**src/sv/sar_pkg.sv**
```systemverilog
// Shared types and constants of the scroll and address register unit.
package sar_pkg;

  localparam int AddrW  = 15;
  localparam int DelayW = 4;

  typedef enum logic [2:0] {
    OP_REG_WRITE   = 3'd0,
    OP_STATUS_READ = 3'd1,
    OP_DATA_ACCESS = 3'd2,
    OP_INC_X       = 3'd3,
    OP_INC_Y       = 3'd4,
    OP_RELOAD_H    = 3'd5,
    OP_RELOAD_V    = 3'd6,
    OP_TICK        = 3'd7
  } sar_op_e;

  localparam logic [2:0] REG_CONTROL = 3'd0;
  localparam logic [2:0] REG_SCROLL  = 3'd5;
  localparam logic [2:0] REG_ADDRESS = 3'd6;

  localparam logic [13:0] NT_BASE   = 14'h2000;
  localparam logic [13:0] ATTR_BASE = 14'h23C0;
  localparam logic [4:0]  ROW_WRAP  = 5'd29;
  localparam logic [4:0]  ROW_LAST  = 5'd31;

  typedef struct packed {
    logic [2:0] op;
    logic [2:0] reg_select;
    logic [7:0] data;
    logic       rendering;
  } sar_item_t;

  typedef struct packed {
    logic [AddrW-1:0]  cur;
    logic [AddrW-1:0]  tmp;
    logic [2:0]        fine_x;
    logic              toggle;
    logic              step_row;
    logic [DelayW-1:0] delay;
  } sar_state_t;

  typedef struct packed {
    logic [AddrW-1:0] vram_address;
    logic [AddrW-1:0] temp_address;
    logic [2:0]       fine_x;
    logic             toggle;
    logic [13:0]      nametable_address;
    logic [13:0]      attr_address;
    logic [2:0]       attr_shift;
    logic [4:0]       latch_low_bits;
  } sar_result_t;

endpackage

```
**src/sv/scroll_address_registers.sv**
```systemverilog
// Top level of the scroll and address register unit.
//
// Scroll and address register unit: keeps the current and temporary video
// addresses, fine X, the write toggle, the increment step and the delayed
// address copy count. Each input transfer carries one event (register write,
// status read, data access, coarse-X or Y increment, reload, tick) and yields
// exactly one result transfer with the state after that event. One item is
// taken every clock while the result register is free; an item passes the
// input register, then the result register fed by the single-pass next-state
// logic. The state update loop runs through the state register and sar_step.
module scroll_address_registers #(
  parameter int UPDATE_DELAY = 2
) (
  input  logic        clk_i,
  input  logic        rst_ni,
  input  logic        in_valid_i,
  output logic        in_stall_o,
  input  logic [2:0]  op_i,
  input  logic [2:0]  reg_select_i,
  input  logic [7:0]  data_i,
  input  logic        rendering_i,
  output logic        out_valid_o,
  input  logic        out_stall_i,
  output logic [14:0] vram_address_o,
  output logic [14:0] temp_address_o,
  output logic [2:0]  fine_x_o,
  output logic        toggle_o,
  output logic [13:0] nametable_address_o,
  output logic [13:0] attr_address_o,
  output logic [2:0]  attr_shift_o,
  output logic [4:0]  latch_low_bits_o
);
  import sar_pkg::*;

  // Input register stage.
  logic      in_valid_q;
  sar_item_t in_item_q;

  // Architectural state and its next value.
  sar_state_t state_q;
  sar_state_t state_d;

  // Result register stage.
  logic        out_valid_q;
  sar_result_t out_q;
  sar_result_t out_d;

  logic out_free;
  logic advance;

  // The result slot is free when empty or when its transfer completes now.
  assign out_free   = !out_valid_q || !out_stall_i;
  // Move the held item through the update logic into the result register.
  assign advance    = in_valid_q && out_free;
  // Hold off the source only when the input register is full and stuck.
  assign in_stall_o = in_valid_q && !out_free;

  sar_step #(
    .UPDATE_DELAY(UPDATE_DELAY)
  ) u_step (
    .state_i (state_q),
    .item_i  (in_item_q),
    .state_o (state_d),
    .result_o(out_d)
  );

  always_ff @(posedge clk_i or negedge rst_ni) begin
    if (!rst_ni) begin
      in_valid_q  <= 1'b0;
      out_valid_q <= 1'b0;
      state_q     <= '0;
    end else begin
      if (!in_stall_o) begin
        in_valid_q <= in_valid_i;
      end
      if (out_free) begin
        out_valid_q <= in_valid_q;
      end
      // Commit the state only when the item leaves the input register.
      if (advance) begin
        state_q <= state_d;
      end
    end
  end

  always_ff @(posedge clk_i) begin
    if (!in_stall_o && in_valid_i) begin
      in_item_q.op         <= op_i;
      in_item_q.reg_select <= reg_select_i;
      in_item_q.data       <= data_i;
      in_item_q.rendering  <= rendering_i;
    end
    if (advance) begin
      out_q <= out_d;
    end
  end

  assign out_valid_o         = out_valid_q;
  assign vram_address_o      = out_q.vram_address;
  assign temp_address_o      = out_q.temp_address;
  assign fine_x_o            = out_q.fine_x;
  assign toggle_o            = out_q.toggle;
  assign nametable_address_o = out_q.nametable_address;
  assign attr_address_o      = out_q.attr_address;
  assign attr_shift_o        = out_q.attr_shift;
  assign latch_low_bits_o    = out_q.latch_low_bits;

  // The delayed copy count never rises above its load value.
  a_delay_bound: assert property (@(posedge clk_i) disable iff (!rst_ni)
    state_q.delay <= DelayW'(UPDATE_DELAY))
    else $error("delay count above load value");

  // State changes only when an item moves into the result register.
  a_state_hold: assert property (@(posedge clk_i) disable iff (!rst_ni)
    !advance |=> $stable(state_q))
    else $error("state changed without an item");

  // An empty input register never stalls the source.
  a_no_idle_stall: assert property (@(posedge clk_i) disable iff (!rst_ni)
    !in_valid_q |-> !in_stall_o)
    else $error("stall with empty input register");

endmodule

```
**src/sv/sar_step.sv**
```systemverilog
// Next-state and result logic for one item of the scroll and address unit.
module sar_step #(
  parameter int UPDATE_DELAY = 2
) (
  input  sar_pkg::sar_state_t  state_i,
  input  sar_pkg::sar_item_t   item_i,
  output sar_pkg::sar_state_t  state_o,
  output sar_pkg::sar_result_t result_o
);
  import sar_pkg::*;

  function automatic logic [AddrW-1:0] inc_x(input logic [AddrW-1:0] v);
    logic [AddrW-1:0] r;
    if (v[4:0] == 5'h1F) begin
      r = v ^ 15'h041F;
    end else begin
      r = v + 15'd1;
    end
    return r;
  endfunction

  function automatic logic [AddrW-1:0] inc_y(input logic [AddrW-1:0] v);
    logic [AddrW-1:0] r;
    logic [AddrW-1:0] w;
    w = {3'b000, v[11:0]};
    if (v[14:12] == 3'd7) begin
      if (v[9:5] == ROW_WRAP) begin
        r = w ^ 15'h0BA0;
      end else if (v[9:5] == ROW_LAST) begin
        r = w ^ 15'h03E0;
      end else begin
        r = w + 15'h0020;
      end
    end else begin
      r = v + 15'h1000;
    end
    return r;
  endfunction

  sar_state_t       s;
  logic [DelayW-1:0] dec;
  logic [AddrW-1:0]  v;

  assign dec = state_i.delay - DelayW'(1);

  always_comb begin
    s = state_i;
    unique case (sar_op_e'(item_i.op))
      OP_REG_WRITE: begin
        case (item_i.reg_select)
          REG_CONTROL: begin
            s.step_row  = item_i.data[2];
            s.tmp[11:10] = item_i.data[1:0];
          end
          REG_SCROLL: begin
            if (!state_i.toggle) begin
              s.tmp[4:0] = item_i.data[7:3];
              s.fine_x   = item_i.data[2:0];
            end else begin
              s.tmp[9:5]   = item_i.data[7:3];
              s.tmp[14:12] = item_i.data[2:0];
            end
            s.toggle = ~state_i.toggle;
          end
          REG_ADDRESS: begin
            if (!state_i.toggle) begin
              s.tmp[13:8] = item_i.data[5:0];
              s.tmp[14]   = 1'b0;
            end else begin
              s.tmp[7:0] = item_i.data;
              s.delay    = DelayW'(UPDATE_DELAY);
            end
            s.toggle = ~state_i.toggle;
          end
          default: ;
        endcase
      end
      OP_STATUS_READ: s.toggle = 1'b0;
      OP_DATA_ACCESS: begin
        if (item_i.rendering) begin
          s.cur = inc_y(inc_x(state_i.cur));
        end else if (state_i.step_row) begin
          s.cur = state_i.cur + 15'd32;
        end else begin
          s.cur = state_i.cur + 15'd1;
        end
      end
      OP_INC_X: s.cur = inc_x(state_i.cur);
      OP_INC_Y: s.cur = inc_y(state_i.cur);
      OP_RELOAD_H: begin
        s.cur[10]  = state_i.tmp[10];
        s.cur[4:0] = state_i.tmp[4:0];
      end
      OP_RELOAD_V: begin
        s.cur[14:11] = state_i.tmp[14:11];
        s.cur[9:5]   = state_i.tmp[9:5];
      end
      OP_TICK: begin
        if (state_i.delay != '0) begin
          s.delay = dec;
          if (dec == '0) begin
            s.cur = state_i.tmp;
          end
        end
      end
      default: ;
    endcase
  end

  assign state_o = s;
  assign v       = s.cur;

  always_comb begin
    result_o.vram_address      = v;
    result_o.temp_address      = s.tmp;
    result_o.fine_x            = s.fine_x;
    result_o.toggle            = s.toggle;
    result_o.nametable_address = NT_BASE | {2'b00, v[11:0]};
    result_o.attr_address      = ATTR_BASE | {2'b00, v[11:10], 4'b0000, v[9:7], v[4:2]};
    result_o.attr_shift        = {v[6], v[1], 1'b0};
    result_o.latch_low_bits    = s.tmp[4:0];
  end

endmodule
```
**config.mk**
```make
export PLATFORM = sky130hd
export DESIGN_NAME = scroll_address_registers
export DESIGN_NICKNAME = d
export VERILOG_FILES = /design/src/sv/sar_pkg.sv /design/src/sv/scroll_address_registers.sv /design/src/sv/sar_step.sv
export SDC_FILE = /design/constraint.sdc
export NUM_CORES = 1
export LEC_CHECK = 0
export BUFFER_PORTS_ARGS = -buffer_cell sky130_fd_sc_hd__buf_2
export CAP_MARGIN = 20
export CORE_UTILIZATION = 30
export CTS_BUF_LIST = sky130_fd_sc_hd__clkbuf_2 sky130_fd_sc_hd__clkbuf_4 sky130_fd_sc_hd__clkbuf_8
export CTS_CLUSTER_DIAMETER = 30
export DETAILED_ROUTE_END_ITERATION = 10
export PLACE_DENSITY = 0.53
export RECOVER_POWER = 50
export REMOVE_ABC_BUFFERS = 1
export SLEW_MARGIN = 20
export SYNTH_ARGS = -nofsm -noshare
export SYNTH_HDL_FRONTEND = slang
export SYNTH_SLANG_ARGS = --single-unit
```
**constraint.sdc**
```tcl
create_clock -name clk_i -period 10.6 [get_ports clk_i]
set_input_delay 0.53 -clock clk_i [delete_from_list [all_inputs] [get_ports clk_i]]
set_output_delay 0.53 -clock clk_i [all_outputs]
set_load 0.005 [all_outputs]
```
After elaboration in Yosys (flattened, before gate mapping)
Cells that the tools add are included.
{ "classes": {"n_eq_ne": 19, "n_shift": 0, "add_sub_neg": 7, "reduce_logical": 16, "magnitude_cmp": 0, "bitwise_logic": 6, "mux": 33, "div": 0, "n_mul": 0} }
{ "op_table": {"columns": ["op", "n"], "rows": [
  ["$mux 15", 13],
  ["$pmux 5 s5", 2],
  ["$add 15x13->15 const B", 2],
  ["$add 12x6->13 const B", 2],
  ["$eq 5x5->1 const B", 5],
  ["$eq 3x3->1 const B", 8],
  ["$not 5->5", 4],
  ["$pmux 10 s2", 1],
  ["$pmux 4 s5", 1],
  ["$mux 18", 1],
  ["$mux 8", 2],
  ["$add 15x1->15 const B", 1],
  ["$add 15x6->15 const B", 1],
  ["$mux 4", 3],
  ["$pmux 4 s2", 1],
  ["$mux 7", 1],
  ["$eq 3x2->1 const B", 2],
  ["$logic_not 3->1", 2],
  ["$mux 3", 2],
  ["$not 6->6", 1],
  ["$pmux 3 s2", 1],
  ["$mux 5", 1],
  ["$pmux 1 s5", 1],
  ["$reduce_and 5->1", 1],
  ["16 further kinds", 22]
]} }
{ "word_totals": {"output_inout_bits": 72, "mem_bits_rw": 0, "elab_cells": 101, "latchBits": 0, "n_memories": 0, "mem_bits_ro": 0, "register_bits": 117} }

Depth between registers and ports, before layout
Gate-level depths: netlist of run 1.
{ "logic_depth": {"word_depth": 10, "ltp_mapped": 17} }

Cells and area by module
A second synthesis of run 1 with hierarchy kept.
{ "hier_totals": {"hier_cells": 675, "area_unflattened_um2": 7534.7} }
{ "modules_own_cells": {"columns": ["mod", "seq_area_each_um2", "cells_per_inst", "instances", "area_each_um2"], "rows": [
  ["scroll_address_registers", 3578.4, 175, 1, 4110.2],
  ["sar_step", 0.0, 500, 1, 3424.5]
]} }

Worst setup path after synthesis of run 1
No wires, ideal clock.
{ "synth_timing": {"kind": "register -> register", "startpoint": "register state_q[24] (netlist name)", "endpoint": "register out_q, in the netlist vram_address_o[11] (data pin)", "t_arrival_ns": 3.667, "stages_incl_launch_ff": 16, "required_ns": 10.443, "synth_period_minus_slack_ns": 3.824, "slack_ns": 6.776, "cell_sequence": "dfrtp_1 -> ha_1 -> clkbuf_1 -> and3_2 -> ha_1 -> nand4b_4 -> nor4_1 -> xor2_1 -> ha_1 -> ha_1 -> clkbuf_1 -> nand2_1 -> a221oi_4 -> a21oi_2 -> or3b_1 -> a32oi_1"} }
{ "synth_lines": {"columns": ["element", "line_no", "rtl"], "rows": [
  ["start: declaration", "scroll_address_registers.sv:40", "sar_state_t state_q;"],
  ["start signal: assignment", "scroll_address_registers.sv:81", "state_q <= state_d;"],
  ["end signal: assignment", "scroll_address_registers.sv:94", "out_q <= out_d;"],
  ["end: declaration", "scroll_address_registers.sv:45", "sar_result_t out_q;"]
]} }

==> impl_metrics.ini, run 1 <==
[status]
outcome = complete, but fails checks
failed_checks = max-capacitance violations, max-slew violations

[layout]
drive_above_1_share_pct = 13.2
fin_cells = 946
layout_common_cells = nand2_1 (68), nor2_1 (56), edfxtp_1 (49)
antenna_cells = 0
nets = 710
area_growth_pct = 8.77
final_common_cell = nand2_1

[global_route]
grt_pass1_vias = 4821
grt_usage_pct = 17.4
use_met1_pct = 23.5
grt_util_met3_pct = 2.33
overflow = 0
busiest_layer = met2
grt_pass1_wl_mm = 27.0
use_met2_pct = 27.9
grt_max_degree = 54
antenna_found_initial = 0

[power]
power_mw = 1.41
power_density_nw_per_um2 = 215
power.leakage_nw = 2.50
ir_worst_vdd_uv = 82.9

[cts]
postCtsSetupBuffers = 0
h-tree-depth = 3
cts_buffers = 9
cts.clk_slew.worst_paths_ns = 0.10
hold_buffers = 0
clock_path_buffers = 2
clkSinkCount = 90
insertion_delay_ns = 0.39
cts_root_buf = clkbuf_8
cts_tree = done
cts_resized = 0

[timing]
hold_viol = 0
setup_viol = 0
fin_crit_ns = 4.25
tightestPinTransition_ns = 2.59
setup_slack_ns = 6.35
post-route-period-util_pct = 40.1
grt_setup_unrepaired = no
max_freq_mhz = 235
slew_violations = 42
fin_skew_ns = 0.0113
fin_tns_setup_ns = 0
slew_headroom_pct = -72.4

[die]
die_w_um = 144
die_h_um = 144
io_pins = 91
core_um2 = 19600
start_util_pct = 30.7
die-area_um2 = 20600
rows = 51

[routing]
vias = 5198
avgViaCountPerCell = 5.49
wl_mm = 17.5
wire_per_inst_um = 18.5
drc = 0
first_pass_iters = 5
final_antenna_net_count = 0
drt-initial-drc-count = 380

[yosys]
synthCells = 643
synth.yosys.seq_area_share_pct = 41.5
ys_ff_latch = 90
ys.flop_type = edfxtp_1
yosysWarnings = 0
synth_top_area_share_pct = 24.4
synth_edf_count = 49
synth.avg_cell_area_um2 = 9.36
synthArstFlopShare_pct = 45.6
synth_cell_types = 89
ys_top_cells_by_area = edfxtp_1 (24%), dfrtp_1 (17%), buf_4 (4.9%)
netlist_area_um2 = 6020
yosysTopAreaCell = edfxtp_1

[critical_path]
worstRegToRegCells = 13
critPathLaunch = state_q[24]
worstPathArrival_ns = 4.48
startpoint_type = flip-flop
rrSetupSlack_ns = 6.35
crit_end = vram_address_o[11]
critical_path.max_fanout = 12
slowest_stage = dfrtp_1
path_class = flip-flop to flip-flop
r2r-start = state_q[24]
critPathMaxStageDelay_ns = 0.46
crit_top_cell = ha_1
r2r_end = vram_address_o[11]
endpoint_kind = flip-flop
required_ns = 10.83
cp_cell_sequence = ha_1 -> and3_2 -> ha_1 -> nand4b_4 -> nor4_1 -> xor2_1 -> ha_1 -> ha_1 -> nand2_1 -> a221oi_4 -> a21oi_2 -> or3b_1 -> a32oi_1

[flow_run]
cap_viol_max_count = 1

[place]
place_inst = 929
portBuffers = 81
hpwl_mm = 12.6
preCtsSetupSlack_ns = 6.39
place.gp.congestion = 0.916

[hold_path]
min_path_type = input port to flip-flop
[worst max-delay path: cells and delay by family (launching register included)]
family	cells	cell delay (ns)
XOR/XNOR	1	0.28
flip-flops	1	0.46
adder cells (fa/ha/maj)	4	1.22
AO/OA/AOI/OAI	3	0.67
AND/OR/NAND/NOR	5	1.45
[how the worst min path moves through the flow]
stage                           from             to  slack (ns)  cells after the start
after CTS                     rst_ni     state_q[8]        0.24                      2
after detailed placement  state_q[6]     state_q[6]        0.47                      2
after floorplan               rst_ni     in_valid_q        0.23                      0
after global placement    in_valid_q    out_valid_o        0.47                      1
after global routing         op_i[2]  in_item_q[14]        0.30                      1
final                        op_i[2]  in_item_q[14]        0.31                      1
[layer usage]
metal	part of all wire [%]	wire (um)	vias up
met3	6.1	1070	35
li1	-	-	2427
met4	2.8	481	0
met1	45	7880	2510
met5	0	0	-
met2	46	8030	226
[cells in the mapped netlist (6+ instances only)]
master / count
a31oi_1: 16
o21ai_0: 37
dfrtp_1: 41
o22ai_1: 6
a22o_1: 8
nand2b_1: 8
nand2_1: 68
clkbuf_1: 25
nor2_1: 56
nor3b_1: 6
a21oi_1: 19
a221oi_1: 9
ha_1: 15
and2_1: 6
o31ai_1: 6
nor4_1: 7
nand3_1: 14
nand4_1: 6
o21a_1: 8
buf_4: 39
mux2_2: 11
inv_1: 28
nor3_1: 13
mux2i_1: 7
edfxtp_1: 49
xnor2_1: 12
[sequential cells by signal, indices dropped and copies added, names as in the netlist]
signal          cells
state_q            39
toggle_o            1
fine_x_o            3
in_item_q          15
out_valid_o         1
in_valid_q          1
temp_address_o     15
vram_address_o     15
[kinds of logic (layout without fill, tap and decap cells)]
logic type,after synthesis,in the layout,share of synthesized area (%)
XOR/XNOR,15,15,2.18
other,2,9,0.125
buffers and inverters,100,131,8.89
multiplexers,20,20,3.60
AND/OR/NAND/NOR,219,219,18.5
adder cells (fa/ha/maj),15,15,3.12
flip-flops,90,90,41.5
AO/OA/AOI/OAI,182,182,22.1
[stage by stage]
stage                     util, %  hold WS [ns]  instance area [um^2]
after floorplan                 -         0.234                  5620
after global placement       32.6         0.470                  6390
after detailed placement     32.6         0.475                  6390
after CTS                    33.7         0.242                  6600
after global routing         33.4         0.296                  6550
final                        33.4         0.307                  6550
[report_power, final]
part / total [mW] / switching, mW / internal [mW]
Clock: 0.259 / 0.141 / 0.118
Sequential: 0.597 / 0.131 / 0.466
Combinational: 0.551 / 0.328 / 0.223
[final cells by class]
class / instances / area, um^2
clock buffer: 10 / 138
clock inverter: 6 / 71.3
fill: 2060 / 13000
inverter: 29 / 109
multi-input combinational: 460 / 3010
sequential: 90 / 2500
tap: 265 / 332
timing repair buffer: 86 / 388
(Power assumes the default switching activity.)
==> run 2, diff against run 1 <==
clock period = 4.15 ns   (was 10.6 ns; I/O delays follow)
==> run 2 against run 1 <==
Against the previous run: the flow still finishes with violations (max-capacitance violations, max-slew violations); non-clock buffer count grew 29; sequential share of layout area shrank 1.5 points; largest power group is now combinational logic; combinational power grew to 2.8 times the previous value; sequential power grew 140%; global-route usage grew 0.46 points; die area is the same; final cell count grew 3.1%; highest routed layer unchanged; critical path type unchanged.
==> impl_metrics.ini, run 2 (synthesis results as in run 1) <==
[status]
outcome = complete, but fails checks
failed_checks = max-capacitance violations, max-slew violations

[cts]
cts_buffers = 9
h-tree-depth = 3
cts_tree = done
clock_path_buffers = 2
cts_root_buf = clkbuf_8
clkSinkCount = 90
insertion_delay_ns = 0.39
cts.clk_slew.worst_paths_ns = 0.11

[timing]
hold_ws_ns = 0.0445
max_freq_mhz = 257
fin_tns_setup_ns = 0
hold_viol = 0
slew_violations = 42
fin_skew_ns = 0.00717
grt_setup_unrepaired = no
slew_headroom_pct = -69.0
fin_crit_ns = 3.89
tightestPinTransition_ns = 2.53
post-route-period-util_pct = 93.7
setup_viol = 0

[routing]
first_pass_iters = 5
final_antenna_net_count = 0
drc = 0
drt-initial-drc-count = 489
wire_per_inst_um = 18.3
wl_mm = 17.8
avgViaCountPerCell = 5.35
vias = 5218

[layout]
nets = 739
antenna_cells = 0
final_common_cell = nand2_1
area_growth_pct = 13.3
nFillCells = 2061
layout_common_cells = nand2_1 (68), nor2_1 (55), edfxtp_1 (49)
drive_above_1_share_pct = 14.6
top_register = state_q
largest_reg_flops = 39

[die]
io_pins = 91
die_h_um = 144
die-area_um2 = 20600
core_um2 = 19600
start_util_pct = 30.7
die_w_um = 144
rows = 51

[critical_path]
critical_path.max_fanout = 10
worstPathArrival_ns = 4.13
path_class = flip-flop to flip-flop
rrSetupSlack_ns = 0.26
startpoint_type = flip-flop
worstRegToRegCells = 15
endpoint_kind = flip-flop
required_ns = 4.39

[power]
power.leakage_nw = 2.61
pwr-share-seq_pct = 39.3
power_density_nw_per_um2 = 541
swShare_pct = 43.0
p_comb_share_pct = 42.3
p_clk_share_pct = 18.5
p_switching_mw = 1.59
internal_power_mw = 2.11
ir_worst_vdd_uv = 233

[global_route]
grt_pass1_wl_mm = 27.6
grt_usage_pct = 17.9
overflow = 0
grt_max_degree = 42
antenna_found_initial = 0
grt_pass1_vias = 4797

[hold_path]
min_path_type = input port to flip-flop
hold_depth = 3

[flow_run]
cap_viol_max_count = 1

[place]
hpwl_mm = 13.0
place.gp.congestion = 0.953
portBuffers = 81
## run 2: per-stage QoR
| step | cell area [um^2] | utilization [%] | setup WS (ns) | power, mW | std cells |
|---|---|---|---|---|---|
| detailed placement | 6480 | 33.1 | 0.284 | 2.99 | 942 |
| floorplan | 5620 | - | 0.505 | 2.39 | 579 |
| global route | 6820 | 34.8 | 0.00459 | 3.93 | 975 |
| CTS | 6870 | 35.1 | 0.245 | 3.70 | 975 |
| global placement | 6480 | 33.1 | 0.408 | 3.01 | 942 |
| finish | 6820 | 34.8 | 0.261 | 3.69 | 975 |
## run 2: path summary, 6_finish.rpt
path                             start                 end
max                        state_q[24]  vram_address_o[11]
min                        out_stall_i         out_valid_o
max reg2reg                state_q[24]  vram_address_o[11]
min reg2reg                 in_valid_q         out_valid_o
max in group asynchronous       rst_ni          state_q[2]
min in group asynchronous       rst_ni          state_q[7]
## run 2: what timing repair did
action,4_1_cts,5_1_grt
setup endpoints to repair,0,1
resized for setup,0,3
buffers inserted,0,0
endpoints found under the hold margin,57,0
hold buffers,17,0
## run 2: layout make-up
class / instances / area (um^2) / area share [%]
Clock inverter: 7 / 95.1 / 1.39
Clock buffer: 9 / 124 / 1.82
Tap cell: 265 / 332 / 4.86
Multi-Input combinational cell: 460 / 3030 / 44.3
Inverter: 29 / 109 / 1.60
Sequential cell: 90 / 2500 / 36.6
Timing Repair Buffer: 115 / 642 / 9.41
## run 2: power by group through the flow
| stage | registers [mW] | clock network [mW] | logic [mW] |
|---|---|---|---|
| 2_1_floorplan | 1.44 | 0 | 0.952 |
| 3_3_place_gp | 1.46 | 0 | 1.55 |
| 3_5_place_dp | 1.46 | 0 | 1.53 |
| 4_1_cts | 1.44 | 0.699 | 1.56 |
| 5_1_grt | 1.49 | 0.727 | 1.72 |
| 6_report | 1.45 | 0.683 | 1.56 |
## run 2: metal layers
metal	GRT usage, %	routed length (um)
met5	0	0
met4	6.38	414
met3	3.47	979
met2	28.7	8290
met1	23.8	8110
## run 2: worst max-delay path: stages, from the launching register on
cell and delay, ns:
dfrtp_1 0.46, ha_1 0.24, and3_2 0.22, ha_1 0.26, nand4b_4 0.30, nor2_2 0.20
xnor2_1 0.22, ha_1 0.26, inv_1 0.05, a221oi_1 0.23, ha_2 0.28, inv_1 0.08
a41o_1 0.28, nand3_1 0.10, or3b_1 0.34, a32oi_1 0.19
